<file path="src/rtl/core/qau_pkg.sv">
`default_nettype none

package qau_pkg;

    localparam int FRAC_BITS = 16;
    localparam int COMP_W    = 32;
    localparam int LANES     = 4;
    localparam int TERMS     = 4;

    // product lane
    localparam int PROD_W = 2 * COMP_W;
    localparam int MSUM_W = PROD_W + 2;
    localparam int RND_W  = MSUM_W - FRAC_BITS;

    // sum of squares and square root
    localparam int SQ_W   = PROD_W + 1;
    localparam int ROOT_W = COMP_W + 1;
    localparam int RAD_W  = 2 * ROOT_W;
    localparam int SREM_W = ROOT_W + 2;

    // divider
    localparam int NUM_W   = PROD_W;
    localparam int DIV_D_W = SQ_W;
    localparam int QB      = COMP_W + 1;
    localparam int QR_W    = QB + 1;

    // pipeline stage indexes
    localparam int ST_IN    = 0;
    localparam int ST_PROD  = 1;
    localparam int ST_SUM   = 2;
    localparam int ST_MERGE = 3;
    localparam int ST_SQRT0 = 3;
    localparam int ST_NORM  = ST_SQRT0 + ROOT_W;
    localparam int ST_DIV0  = ST_NORM + 1;
    localparam int ST_OUT   = ST_DIV0 + QB;
    localparam int N_ST     = ST_OUT + 1;

    typedef logic signed [COMP_W-1:0] t_comp;

    localparam t_comp COMP_MAX = {1'b0, {(COMP_W-1){1'b1}}};
    localparam t_comp COMP_MIN = {1'b1, {(COMP_W-1){1'b0}}};
    localparam logic signed [MSUM_W-1:0] MUL_HALF = MSUM_W'(1) << (FRAC_BITS - 1);
    localparam logic [QR_W-1:0] QPOS_MAX = {{(QR_W-COMP_W+1){1'b0}}, {(COMP_W-1){1'b1}}};
    localparam logic [QR_W-1:0] QNEG_MAX = QR_W'(1) << (COMP_W - 1);

    typedef enum logic [2:0] {
        OP_MUL       = 3'd0,
        OP_CONJ      = 3'd1,
        OP_NORM      = 3'd2,
        OP_NORMALIZE = 3'd3,
        OP_INV       = 3'd4
    } t_op;

    // Hamilton product terms: lane = result component, term j = a[IA] * b[IB]
    localparam logic [1:0] MUL_IA [LANES][TERMS] = '{
        '{2'd0, 2'd1, 2'd2, 2'd3},
        '{2'd2, 2'd3, 2'd1, 2'd0},
        '{2'd3, 2'd1, 2'd2, 2'd0},
        '{2'd1, 2'd2, 2'd3, 2'd0}
    };
    localparam logic [1:0] MUL_IB [LANES][TERMS] = '{
        '{2'd0, 2'd1, 2'd2, 2'd3},
        '{2'd3, 2'd2, 2'd0, 2'd1},
        '{2'd1, 2'd3, 2'd0, 2'd2},
        '{2'd2, 2'd1, 2'd0, 2'd3}
    };
    // bit j set: term j is subtracted
    localparam logic [TERMS-1:0] MUL_NEG [LANES] = '{4'b1110, 4'b0010, 4'b0010, 4'b0010};

    typedef struct packed {
        logic [2:0] req_type;
        t_comp      a_w;
        t_comp      a_x;
        t_comp      a_y;
        t_comp      a_z;
        t_comp      b_w;
        t_comp      b_x;
        t_comp      b_y;
        t_comp      b_z;
    } t_req;

    typedef struct packed {
        t_comp             r_w;
        t_comp             r_x;
        t_comp             r_y;
        t_comp             r_z;
        logic [COMP_W-1:0] norm_value;
        logic              zero_divisor;
        logic              saturated;
    } t_resp;

    typedef struct packed {
        logic [TERMS-1:0][COMP_W-1:0] x;
        logic [TERMS-1:0][COMP_W-1:0] y;
        logic [TERMS-1:0]             neg;
        logic [COMP_W-1:0]            sqa;
    } t_mul_in;

    typedef struct packed {
        t_comp             r;
        logic              sat;
        logic [PROD_W-1:0] sq;
    } t_mul_out;

endpackage

`default_nettype wire

</file>
<file path="src/rtl/core/qau_sqrt.sv">
`default_nettype none

module qau_sqrt
    import qau_pkg::*;
(
    input  logic              i_clk,
    input  logic [ROOT_W-1:0] i_en,
    input  logic [RAD_W-1:0]  i_rad,
    output logic [ROOT_W-1:0] o_root,
    output logic [SREM_W-1:0] o_rem
);

    logic [RAD_W-1:0]  r_rad  [ROOT_W];
    logic [ROOT_W-1:0] r_root [ROOT_W];
    logic [SREM_W-1:0] r_rem  [ROOT_W];

    // one root bit per stage
    for (genvar i = 0; i < ROOT_W; i++) begin : g_step
        logic [RAD_W-1:0]  w_rad;
        logic [ROOT_W-1:0] w_root;
        logic [SREM_W-1:0] w_rem;
        logic [SREM_W+1:0] w_cur;
        logic [SREM_W+1:0] w_trial;

        if (i == 0) begin : g_first
            assign w_rad  = i_rad;
            assign w_root = '0;
            assign w_rem  = '0;
        end else begin : g_next
            assign w_rad  = r_rad[i-1];
            assign w_root = r_root[i-1];
            assign w_rem  = r_rem[i-1];
        end

        assign w_cur   = {w_rem, w_rad[RAD_W-1 -: 2]};
        assign w_trial = {2'b00, w_root, 2'b01};

        always_ff @(posedge i_clk) begin
            if (i_en[i]) begin
                r_rad[i] <= w_rad << 2;
                if (w_cur >= w_trial) begin
                    r_rem[i]  <= SREM_W'(w_cur - w_trial);
                    r_root[i] <= {w_root[ROOT_W-2:0], 1'b1};
                end else begin
                    r_rem[i]  <= SREM_W'(w_cur);
                    r_root[i] <= {w_root[ROOT_W-2:0], 1'b0};
                end
            end
        end
    end

    assign o_root = r_root[ROOT_W-1];
    assign o_rem  = r_rem[ROOT_W-1];

endmodule

`default_nettype wire

</file>
<file path="config.mk">
export PLATFORM = sky130hd
export DESIGN_NAME = qau_sqrt
export DESIGN_NICKNAME = d
export VERILOG_FILES = /design/src/rtl/core/qau_pkg.sv /design/src/rtl/core/qau_sqrt.sv
export SDC_FILE = /design/constraint.sdc
export NUM_CORES = 2
export LEC_CHECK = 0
export ABC_CLOCK_PERIOD_IN_PS = 4900
export BUFFER_PORTS_ARGS = -buffer_cell sky130_fd_sc_hd__buf_2
export CELL_PAD_IN_SITES_DETAIL_PLACEMENT = 1
export CELL_PAD_IN_SITES_GLOBAL_PLACEMENT = 1
export CORE_MARGIN = 1.5
export CORE_UTILIZATION = 30
export CTS_CLUSTER_DIAMETER = 40
export CTS_CLUSTER_SIZE = 10
export DETAILED_ROUTE_END_ITERATION = 7
export PLACE_DENSITY_LB_ADDON = 0.1
export SYNTH_ARGS = -nofsm -noshare
export SYNTH_HDL_FRONTEND = slang
export SYNTH_MEMORY_MAX_BITS = 65536
export SYNTH_SLANG_ARGS = --single-unit
</file>
<file path="constraint.sdc">
create_clock -name i_clk -period 4.9 [get_ports i_clk]
set_clock_uncertainty 0.1 [all_clocks]
set_input_delay 0.49 -clock i_clk [delete_from_list [all_inputs] [get_ports i_clk]]
set_output_delay 0.49 -clock i_clk [all_outputs]
set_load 0.03 [all_outputs]
</file>
---- Yosys cells after proc, flatten, opt, wreduce, memory -nomap -nowiden ----
Memory sizes are Yosys's and may differ from the RTL's.
Index checks and enable logic that the tools add are counted.
operators by class
  bitwise operators ....................... 66
  add/sub/neg operators ................... 33
  magnitude comparators ................... 33
  muxes and demuxes ....................... 330
operators with widths
  operator               number
  $ge A37 B35 Y1         32
  $mux W35               33
  $sub A35 B35 Y35       32
  $mux W33               33
  $mux W1                264
  $or A1 B1 Y1           66
  $sub A2 B1 Y3 const B  1
  $ge A2 B1 Y1 const B   1
storage, ports and cells
  bits in writable memories ............... 4,356
  logic and storage cells ................. 465
  register bits ........................... 0
  input bits .............................. 100
  memories kept ........................... 3
memories
  memory  words  bits a word  rd ports  clocked after memory_dff  wr ports  line            RTL
  r_rad   33     64           32        0                         33        qau_sqrt.sv:13  logic [RAD_W-1:0] r_rad [ROOT_W];
  r_rem   33     35           33        0                         33        qau_sqrt.sv:15  logic [SREM_W-1:0] r_rem [ROOT_W];
  r_root  33     33           33        0                         33        qau_sqrt.sv:14  logic [ROOT_W-1:0] r_root [ROOT_W];

---- Depth between registers and ports, before layout ----
An unclocked memory read counts as a cell.
  depth after elaboration ................. 6
  mapped depth ............................ 16

---- Least setup slack after synthesis ----
OpenSTA, ideal clock, no wires.
  kind .................................... register to register
  from .................................... mem r_rem[2][17] (netlist name)
  to ...................................... mem r_rem[3][21] (netlist name), data pin
  required time ........................... 4,529 ps
  cell stages (with the launch flop) ...... 14
  arrival ................................. 3,734 ps
  slack ................................... 794 ps
  cells stage by stage .................... edfxtp_1 > or4_1 > or3_1 > or4_4 > or4_1 > or3_1 > or3_1 > nor3_2 > nand2b_1 > buf_4 > or2_1 > buf_4 > nor4_1 > xor2_1
RTL lines
  element             line
  start: declaration  qau_sqrt.sv:15

==> metrics.cfg <==
[outcome]
status=completed

[global_route]
grt_max_degree=92
grt_pass1_wl_um=506000
antenna_found_initial=16
grt_pass1_vias=83750
grt.total_usage_pct=15.2
grt-ovfl-total=0

[flow_run]
drv_cap=0

[cts]
cts_sinks=2719
cts-root-buf=clkbuf_16
cts_tree=done
cts_buffers=458
clk_pin_slew_ns=0.05
clk_latency_ns=0.99
cts.htree.levels=5
cts_buffer_depth=4
postCtsSetupBuffers=0

[timing]
grt_setup_unrepaired=no
fin_crit_sh_pct=91.6
worst_pin_slew_ns=1.15
post-route-min-period_ns=4.49
final_max_slew_viol_count=0
slew_headroom_pct=22.8
setup_viol=0
fmax_ghz=0.223
hold_violations=0
fin_setup_tns_ns=0

[logic_synthesis]
synthAdderAreaFrac_pct=5.90
synth_top_family_by_area=simple AND/OR/NAND/NOR gates
synthCells=9950
synth_compound_area_share_pct=9.23
synthArstFlopShare_pct=0
synth_area_um2=127000
yosys_warnings=0
syn_area_per_cell_um2=12.8
yosys.area_share.simple_pct=10.7
synth-xor-area-share_pct=6.40
ys_types=85
muxShareOfSynthArea_pct=0.671
yosysSeqAreaShare_pct=64.3
synth_flop_cell=edfxtp_1
synth-seq-cells=2719
syn-num-nets=10649
synth_edf_count=2718

[placed_design]
finalWeightedCongestion=0.824
dpl.hpwl_um=254000
numPortBuffers=167

[routing]
first_pass_iters=6
routedWlPerCell_um=19.9
vias_per_cell=4.70
routed_wl_um=331000
dr.first_iter.drc_count=3771
antenna_left=0
num_vias=78165
drc=0

[min_path]
hp-class=primary input to flip-flop

[worst_setup_path]
crit_type=flip-flop to flip-flop
cp_data_required_time_ns=5.48
worstPathArrival_ns=5.06
cp_max_fo=8
cp-start-kind=flip-flop
cp-end-kind=flip-flop

[pwr]
leakagePower_nw=57.5
p_per_area_nw_per_um2=516
p_total_mw=78.5
vdd_ir_drop_max_v=0.000331

[layout]
drive_above_1_share_pct=10.9
area_growth_pct=19.7
nFillCells=44271
nets=11304

[floorplanning]
start_util_pct=30.2
coreArea_um2=421000
rows=238
dieHeight_um=654
design.portCount=168
chipWidth_um=654
die_area_um2=427000

placed cells by master, fill, tap and decap left out, types with 33 or more instances in the layout:
master and count:
buf_2 137, a211oi_1 36, mux2_2 57, o21a_1 96, inv_1 759, nand2b_1 170
nor2_1 540, nor4_1 136, clkinvlp_4 48, nor2b_1 94, o31ai_1 40, nand4_1 105
bufinv_16 64, a21oi_1 588, o21bai_1 42, xor2_1 492, or3_1 103, buf_4 157
nand3_1 167, ha_1 599, or4_1 56, clkinv_1 53, clkbuf_16 462, clkinv_4 33
a31oi_1 49, a21o_1 251, inv_6 45, clkbuf_1 41, clkinv_2 61, dlygate4sd3_1 104
nand2_1 781, o21ai_0 614, edfxtp_1 2718, and3_1 44, and2_1 57, nor3_1 258
xnor2_1 436, or2_2 54
routing by layer:
layer | GRT usage [%] | wire, µm
met1 | 18.4 | 141000
met2 | 28.0 | 171000
met3 | 1.97 | 10200
met4 | 4.47 | 9100
met5 | 0 | 0
through the flow:
step	setup WS, ns	instance area, µm²	cells	util [%]	hold WS, ns
final	0.413	152000	16620	36.1	0.0966
after floorplan	0.794	127000	9950	-	0.300
after detailed placement	0.151	135000	15681	32.2	0.305
after CTS	0.136	152000	16608	36.1	0.00550
after global routing	0.0751	152000	16617	36.1	0.0356
after global placement	0.302	135000	15681	32.2	0.300
path summary, 6_finish.rpt:
kind / startpoint / to / slack (ns) / cells after the start
min: i_en[22] / r_rem[22][33] / 0.1 / 2
min reg2reg: r_rad[0][219] / r_rad[0][285] / 0.29 / 0
max: r_rem[9][21] / r_rem[10][24] / 0.41 / 10
max reg2reg: r_rem[9][21] / r_rem[10][24] / 0.41 / 10
cell type report:
class	instances	area [µm²]	area share, %
clock buffer	503	11700	7.70
timing repair buffer	407	3090	2.03
tap	5640	7060	4.64
clock inverter	320	3870	2.55
sequential	2719	81600	53.7
antenna	12	30.0	0.0197
multi-input combinational	6260	41800	27.5
inverter	759	2850	1.87
state kept, by name (all words and copies together), names as in the netlist:
name    cells
r_root    561
r_rad    1056
r_rem    1102
synthesized netlist by cell type (all sizes together) (23+ instances only):
cell | count | area share [%]
ha | 599 | 5.9
clkbuf | 188 | 0.56
or4 | 57 | 0.34
o21a | 96 | 0.57
nor2 | 544 | 1.6
nand2 | 784 | 2.3
nand3 | 167 | 0.66
o21ai | 614 | 2.4
nor3 | 260 | 1.0
nor4 | 137 | 0.68
nand2b | 170 | 0.84
xnor2 | 436 | 3.0
o21bai | 42 | 0.25
or3 | 103 | 0.51
nand3b | 31 | 0.18
and2 | 57 | 0.28
a21oi | 590 | 2.3
a31oi | 49 | 0.24
xor2 | 492 | 3.4
edfxtp | 2718 | 64
o211ai | 23 | 0.14
nor3b | 23 | 0.14
buf | 24 | 0.082
mux2 | 57 | 0.51
a211oi | 40 | 0.24
or2 | 56 | 0.28
a21o | 251 | 1.5
nand4 | 105 | 0.52
o31ai | 40 | 0.24
and3 | 44 | 0.22
nor4b | 27 | 0.19
inv | 759 | 2.2
nor2b | 96 | 0.47
a21boi | 23 | 0.14
critical path: stages, from the launching register on:
cell and delay (ns):
edfxtp_1 0.43, or4_1 0.59, or3_1 0.38, or4_1 0.49, or4_1 0.48, or3_1 0.51
a2111oi_4 0.34, a221o_1 0.29, or3_1 0.34, nor4_1 0.11, xor2_1 0.16
where the power goes:
group | switching (mW) | total (mW) | internal, mW
registers | 2.25 | 31.8 | 29.6
clock network | 11.5 | 32.1 | 20.6
logic | 8.71 | 14.6 | 5.85
timing repair:
action / 4_1_cts / 5_1_grt
resized for setup: 0 / 2
hold buffers: 104 / 0
endpoints found under the setup margin: 0 / 1
endpoints found under the hold margin: 400 / 0
cell families (layout without fill, tap and decap cells):
kind of cell / Yosys count / in the layout
mux: 78 / 78
simple gates: 2718 / 2718
fa+ha+maj: 599 / 599
xor+xnor: 928 / 928
other cells: 0 / 12
buf+inv: 971 / 1989
flops: 2719 / 2719
compound gates: 1937 / 1937
Power figures use the tool's default switching activity.
